===== config.mk =====
export PLATFORM = sky130hd
export DESIGN_NAME = qts_tau_div
export DESIGN_NICKNAME = d
export VERILOG_FILES = /design/src/rtl/core/qts_pkg.sv /design/src/rtl/core/qts_tau_div.sv
export SDC_FILE = /design/constraint.sdc
export NUM_CORES = 2
export LEC_CHECK = 0
export BUFFER_PORTS_ARGS = -buffer_cell sky130_fd_sc_hd__buf_2
export CAP_MARGIN = 20
export CELL_PAD_IN_SITES_DETAIL_PLACEMENT = 0
export CELL_PAD_IN_SITES_GLOBAL_PLACEMENT = 1
export CORE_UTILIZATION = 52
export DETAILED_ROUTE_END_ITERATION = 8
export GPL_TIMING_DRIVEN = 0
export PLACE_DENSITY = 0.79
export SYNTH_ARGS = -nofsm -noshare
export SYNTH_HDL_FRONTEND = slang
export SYNTH_SLANG_ARGS = --single-unit

===== constraint.sdc =====
create_clock -name clk -period 4.1 [get_ports clk]
set_clock_uncertainty 0.1 [all_clocks]
set_input_delay 0.615 -clock clk [delete_from_list [all_inputs] [get_ports clk]]
set_output_delay 0.615 -clock clk [all_outputs]
set_load 0.01 [all_outputs]

===== src/rtl/core/qts_pkg.sv =====
// ----------------------------------------------------------------------------
// qts_pkg
// Shared widths, codes and inter-stage types of the quintic trajectory sampler.
// ----------------------------------------------------------------------------
`default_nettype none

package qts_pkg;

	localparam int TAU_FRAC_BITS = 24;
	localparam int TAU_W         = TAU_FRAC_BITS + 1;
	localparam int INNER_W       = TAU_W + 4;
	localparam int S1_W          = TAU_W;
	localparam int S2_W          = TAU_W + 2;
	localparam int DATA_W        = 32;
	localparam int SQ_W          = 2 * DATA_W;
	localparam int NUM_W         = 67;
	localparam int VEL_W         = 48;
	localparam int ACC_W         = 64;
	localparam int VEL_SHIFT     = 16;
	localparam int ACC_SHIFT     = 32;

	localparam logic [TAU_W-1:0]   TAU_ONE = {1'b1, {TAU_FRAC_BITS{1'b0}}};
	localparam logic [INNER_W-1:0] TEN_ONE = {4'b0, TAU_ONE} * 4'd10;

	typedef enum logic [1:0] {
		WIN_INSIDE = 2'd0,
		WIN_BEFORE = 2'd1,
		WIN_AFTER  = 2'd2
	} win_status_t;

	typedef enum logic [1:0] {
		REG_START_POS  = 2'd0,
		REG_GOAL_POS   = 2'd1,
		REG_START_TIME = 2'd2,
		REG_DURATION   = 2'd3
	} cfg_reg_t;

	typedef struct packed {
		logic [DATA_W-1:0] dur;
		logic [SQ_W-1:0]   dur_sq;
		logic [DATA_W-1:0] dmag;
		logic              dneg;
		logic [DATA_W-1:0] start_pos;
	} cfg_t;

	typedef struct packed {
		logic [DATA_W-1:0] rem;
		logic              full;
		win_status_t       status;
	} tau_req_t;

	typedef struct packed {
		logic [TAU_W-1:0] tau;
		win_status_t      status;
	} tau_item_t;

	typedef struct packed {
		logic [NUM_W-1:0]  v_num;
		logic [NUM_W-1:0]  a_num;
		logic              v_neg;
		logic              a_neg;
		logic [DATA_W-1:0] position;
		win_status_t       status;
	} scale_req_t;

	typedef struct packed {
		logic [DATA_W-1:0] position;
		logic [VEL_W-1:0]  velocity;
		logic [ACC_W-1:0]  acceleration;
		win_status_t       status;
	} result_t;

endpackage

`default_nettype wire


===== src/rtl/core/qts_tau_div.sv =====
// ----------------------------------------------------------------------------
// qts_tau_div
// Pipelined restoring divider: one quotient bit of tau per stage.
// ----------------------------------------------------------------------------
`default_nettype none

module qts_tau_div (
	input  wire logic                            clk,
	input  wire logic                            arst_n,
	input  wire logic                            go,
	input  wire logic                            in_vld,
	input  wire qts_pkg::tau_req_t               req,
	input  wire logic [qts_pkg::DATA_W-1:0]      dur,
	output logic                                 out_vld,
	output qts_pkg::tau_item_t                   item
);

	typedef struct packed {
		logic [qts_pkg::DATA_W-1:0]        rem;
		logic [qts_pkg::TAU_FRAC_BITS-1:0] quo;
		logic                              full;
		qts_pkg::win_status_t              status;
	} tau_stage_t;

	tau_stage_t                         stg_s [0:qts_pkg::TAU_FRAC_BITS];
	tau_stage_t                         nxt   [0:qts_pkg::TAU_FRAC_BITS-1];
	logic [qts_pkg::TAU_FRAC_BITS:0]    vld_s;

	for (genvar k = 0; k < qts_pkg::TAU_FRAC_BITS; k++) begin : g_step
		logic [qts_pkg::DATA_W:0] trial;
		logic [qts_pkg::DATA_W:0] diff;
		logic                     ge;
		always_comb begin
			trial = {stg_s[k].rem, 1'b0};
			diff  = trial - {1'b0, dur};
			ge    = trial >= {1'b0, dur};
			nxt[k]        = stg_s[k];
			nxt[k].rem    = ge ? diff[qts_pkg::DATA_W-1:0] : trial[qts_pkg::DATA_W-1:0];
			nxt[k].quo    = {stg_s[k].quo[qts_pkg::TAU_FRAC_BITS-2:0], ge};
		end
	end

	always_ff @(posedge clk or negedge arst_n) begin
		if (!arst_n) begin
			vld_s <= '0;
		end else if (go) begin
			vld_s <= {vld_s[qts_pkg::TAU_FRAC_BITS-1:0], in_vld};
		end
	end

	always_ff @(posedge clk) begin
		if (go) begin
			stg_s[0].rem    <= req.rem;
			stg_s[0].quo    <= '0;
			stg_s[0].full   <= req.full;
			stg_s[0].status <= req.status;
			for (int k = 0; k < qts_pkg::TAU_FRAC_BITS; k++) begin
				stg_s[k+1] <= nxt[k];
			end
		end
	end

	// exact end and after end force tau to one
	assign out_vld     = vld_s[qts_pkg::TAU_FRAC_BITS];
	assign item.tau    = stg_s[qts_pkg::TAU_FRAC_BITS].full ? qts_pkg::TAU_ONE
		: {1'b0, stg_s[qts_pkg::TAU_FRAC_BITS].quo};
	assign item.status = stg_s[qts_pkg::TAU_FRAC_BITS].status;

	a_before_zero: assert property (@(posedge clk) disable iff (!arst_n)
		out_vld && stg_s[qts_pkg::TAU_FRAC_BITS].status == qts_pkg::WIN_BEFORE
		|-> stg_s[qts_pkg::TAU_FRAC_BITS].quo == '0 && !stg_s[qts_pkg::TAU_FRAC_BITS].full)
		else $error("tau not zero before move start");

	a_after_full: assert property (@(posedge clk) disable iff (!arst_n)
		out_vld && stg_s[qts_pkg::TAU_FRAC_BITS].status == qts_pkg::WIN_AFTER
		|-> stg_s[qts_pkg::TAU_FRAC_BITS].full)
		else $error("tau not one after move end");

endmodule

`default_nettype wire


After elaboration in Yosys (flattened, before gate mapping):

Memories as Yosys holds them, arrays and structs flattened.
Index checks and enable logic that the tools add are counted.

* register bits: 25
* latch bits: 0
* bits in writable memories: 1475
* bits in read-only memories: 0
* input bits: 71
* output and inout bits: 28
* word-level logic and storage cells: 77
* memories kept: 1

* add/sub/neg operators: 24
* multiply operators: 0
* divide/modulo/power cells: 0
* order comparisons: 24
* equality and inequality tests: 0
* shift operators: 0
* multiplexer cells: 27
* bitwise logic cells: 0
* reduce and logical (&&, ||, !) cells: 0

Memory list
* stg_s: depth 25, width 59, read ports 25, clocked after memory_dff 0, wr ports 25, RTL line qts_tau_div.sv:25 `tau_stage_t stg_s [0:qts_pkg::TAU_FRAC_BITS];`

Operator list (number)
* >= comparator 33 x 32 -> 1 bit: 24
* 2-to-1 mux 32 bit: 24
* subtractor 32 bit: 24
* 2-to-1 mux 25 bit: 1
* 2-to-1 mux 1 bit: 2

Logic depth before layout (Yosys ltp):

An unclocked memory read counts as a cell.

* word-level depth: 3
* depth in mapped cells: 15
* mapped depth without buffers: 13

Worst setup path after synthesis:

No wires, ideal clock.

* path type: input to register
* start point: in dur[1] in the netlist's numbering
* end point: mem stg_s[2][53] in the netlist's numbering, data pin
* setup time: 0.260 ns
* data arrival time: 3.965 ns
* required time: 3.740 ns
* setup slack: -0.224 ns
* stages: 13
* buffers on the path: 1
* path through: inv_1 ha_1 nor2b_1 o31a_1 o41a_1 o21bai_1 a311oi_1 o211a_1 o21ai_2 a31oi_1 a2111oi_4 buf_6 mux2_2

RTL lines
* start, declared: RTL line qts_tau_div.sv:13 `input wire logic [qts_pkg::DATA_W-1:0] dur,`
* end, declared: RTL line qts_tau_div.sv:25

==> results.cfg <==
[power_and_ir_drop]
finalPower_mw = 79.9
p_per_area_mw_per_mm2 = 879
p_leak_nw = 36.3
combPwrFrac_pct = 56.0
switchingPower_mw = 34.4
pwr-share-clk_pct = 14.9
switching_share_pct = 43.1
pwr-share-seq_pct = 29.1
p_int_mw = 45.5
ir_drop_mv = 0.545

[synthesis]
netlist-cell-type-count = 91
yosys_warnings = 0
seq_area_frac_synth_pct = 42.9
synthCells = 7947
synth-edff-count = 1143
synth_ff_type = edfxtp_1
syn_avg_cell_area_um2 = 10.3
synthArstFlopShare_pct = 2.14
synth_seq_cells = 1168
syn_nets = 8808
syn-cell-area_mm2 = 0.0815

[detailed_routing]
drt_iter0_drc = 5407
viasPerCell = 6.15
wl_per_cell_um = 23.5
drt-total-wl_mm = 245
antenna_left = 0
num_vias = 64170
dr.pass1.iters = 8
drc = 0

[cells_and_area]
fillers = 13120
stdcell_count = 10426
area_growth_syn_to_layout_pct = 11.6
drive_above_1_share_pct = 11.2
num-nets-final = 9140

[hold_path]
hold_class = input pin to flip-flop
holdPathEnd = stg_s[0][53]$_DFFE_PP_
min_path_cells = 1
worstHoldStart = go

[setup_path]
cp.arrival_ns = 4.45
rr_worst_depth = 12
r2r_slack_ns = 0.10
start_kind = input pin
r2r_end = stg_s[1][293]$_DFFE_PP_
crit_fanout = 24
cp.required_ns = 4.53
worstSetupPathType = input pin to flip-flop
rr_startpoint = stg_s[1][204]$_SDFFCE_PN0P_
worstSetupEndpointType = flip-flop

[placed_design]
globalplace.congestion = 0.905
place_inst = 10122
placement.io_buffers = 98
dpl_worst_slack_ns = -3.01
dpl.hpwl_mm = 174

[sta]
worst_pin_slew_ns = 0.950
setup_violations = 0
slew_violations = 0
slew_headroom_pct = 36.7
tns_ns = 0
layout_setup_ws_ns = 0.0821
fmax_mhz = 249
period_share_pct = 98.0
fin_crit_ns = 4.02
hold_viol = 0

[clock_network]
ctsRootBufferMaster = clkbuf_16
max-clock-path-buffers = 3
clkSlewWorstSetupHoldPaths_ns = 0.06
cts_tree = yes
clkLatencyLatePin_ns = 0.79
cts.sink_count = 1168
cts_buffers = 133
h-tree-depth = 4

[grt]
met1_usage_pct = 40.3
overflow = 0
antenna_found_initial = 5
grt_usage_pct = 30.2
grt_max_degree = 183
use_met3_pct = 3.48
use_met2_pct = 49.1
top_usage_layer = met2
grt_pass1_vias = 60670
grt_first_pass_wirelength_mm = 364

[floorplan]
die_w_um = 398
die_h_um = 398
initial_core_util_pct = 52.7
core-area_mm2 = 0.155
rows = 144
die_area_mm2 = 0.158
pin_count = 99

[run]
maxCapViolations = 0

[run_status]
status = completed
## synthesized netlist by cell type (all sizes together) (16+ instances only)
library cell,count,area share (%)
edfxtp,1143,42
a21oi,772,4.7
ha,767,12
nand2,651,3.0
o21ai,556,3.4
nor2,545,2.5
a21o,369,3.4
xnor2,346,3.7
mux2,315,4.4
xor2,252,2.7
inv,247,1.1
clkbuf,169,0.78
nand3,169,1.0
nor2b,125,0.96
nor3,120,0.74
o21a,117,1.1
nand4,105,0.81
nand2b,104,0.80
a31oi,96,0.74
o21bai,83,0.76
o31ai,78,0.72
and3,73,0.56
a211oi,71,0.67
buf,58,0.39
and2,44,0.34
nor4,34,0.26
o211ai,33,0.30
or2,33,0.25
or3,31,0.24
o31a,29,0.31
a21boi,28,0.26
and4,25,0.27
dfrtp,25,0.77
a2111oi,23,0.32
fa,23,0.57
a211o,21,0.23
a221oi,17,0.18
mux2i,17,0.21
nor3b,16,0.15
o41ai,16,0.18
## metrics by stage
stage / util, % / cell area (um2) / hold slack [ns]
6_report: 58.7 / 90900 / 0.128
5_1_grt: 58.7 / 90900 / 0.109
4_1_cts: 58.5 / 90500 / 0.0816
3_5_place_dp: 55.2 / 85400 / 0.305
3_3_place_gp: 54.6 / 84600 / 0.301
2_1_floorplan: - / 81500 / 0.219
## power groups by stage
stage                     registers, mW  clock network [mW]  logic (mW)
after floorplan                    21.6                   0        32.6
after global placement             23.8                   0        42.5
after detailed placement           23.4                   0        43.0
after CTS                          23.2                12.1        43.7
after global routing               23.5                12.6        49.0
final                              23.3                11.9        44.8
## routing by layer
layer / vias to the layer above / routed length [um]
li1: 30750 / -
met1: 30848 / 105000
met2: 2069 / 112000
met3: 503 / 14500
met4: 0 / 13100
met5: - / 0
## worst max path at each step
stage / from / end / cells after the start
after global routing: stg_s[1][204]$_SDFFCE_PN0P_ / stg_s[1][293]$_DFFE_PP_ / 12
after detailed placement: dur[0] / stg_s[1][280]$_DFFE_PP_ / 16
final: dur[19] / stg_s[2][352]$_DFFE_PP_ / 15
after floorplan: dur[1] / stg_s[2][53]$_DFFE_PP_ / 13
after global placement: go / vld_s[11]$_DFFE_PN0P_ / 4
after CTS: dur[1] / stg_s[2][36]$_DFFE_PP_ / 17
## sequential cells by signal, indices dropped and copies added, names as in the netlist
signal / flops
vld_s: 25
stg_s: 1143
## placed cells by master, fill, tap and decap left out, drive strengths merged, types with 29 or more instances in the layout
cell type | netlist | layout
nor2 | 545 | 545
or2 | 33 | 33
o21bai | 83 | 83
o21ai | 556 | 556
nand2b | 104 | 104
ha | 767 | 767
or3 | 31 | 31
a31oi | 96 | 96
o211ai | 33 | 33
nand3 | 169 | 169
and2 | 44 | 44
a21o | 369 | 369
nor4 | 34 | 34
xnor2 | 346 | 346
nor2b | 125 | 125
and3 | 73 | 73
buf | 58 | 213
o31a | 29 | 29
o31ai | 78 | 78
clkbuf | 169 | 317
edfxtp | 1143 | 1143
clkinv | 1 | 59
a21oi | 772 | 772
inv | 247 | 252
nand2 | 651 | 651
mux2 | 315 | 315
nor3 | 120 | 120
a211oi | 71 | 71
xor2 | 252 | 252
dlygate4sd3 | 0 | 37
nand4 | 105 | 105
o21a | 117 | 117
## critical path: stages
cell and delay, ns:
buf_2 0.11, inv_4 0.65, ha_1 0.42, a21oi_1 0.23, nand2_1 0.11, a21o_1 0.19, a21oi_1 0.14, o21bai_1 0.12
a211oi_2 0.29, o21ai_1 0.15, o21a_1 0.24, a2111oi_4 0.30, buf_4 0.22, buf_4 0.24, mux2_2 0.38
## area by class of cell
cell class                      instances  area (um2)  area share [%]
Multi-Input combinational cell       6304       44900            49.4
Clock buffer                          145        3370            3.71
Sequential cell                      1168       34900            38.4
Buffer                                220        1050            1.16
Inverter                              248        1030            1.14
Antenna cell                            2        5.00         0.00550
Tap cell                             2044        2560            2.81
Clock inverter                         91         971            1.07
Timing Repair Buffer                  204        2050            2.25
## what timing repair did
action	4_1_cts	5_1_grt
hold buffers	37	0
setup endpoints to repair	780	563
cloned	2	1
buffers inserted	20	13
resized for setup	59	116
pin swaps	5	8
endpoints found under the hold margin	61	0
## logic make-up (layout without fill, tap and decap cells)
family / Yosys count / after routing / share of synthesized area [%]
buffers and inverters: 475 / 908 / 2.31
AO/OA/AOI/OAI: 2459 / 2459 / 19.0
AND/OR/NAND/NOR: 2125 / 2125 / 12.4
flip-flops: 1168 / 1168 / 42.9
XOR/XNOR: 598 / 598 / 6.43
multiplexers: 332 / 332 / 4.56
other: 0 / 2 / 0
adder cells (fa/ha/maj): 790 / 790 / 12.3
Power figures use the tool's default switching activity.
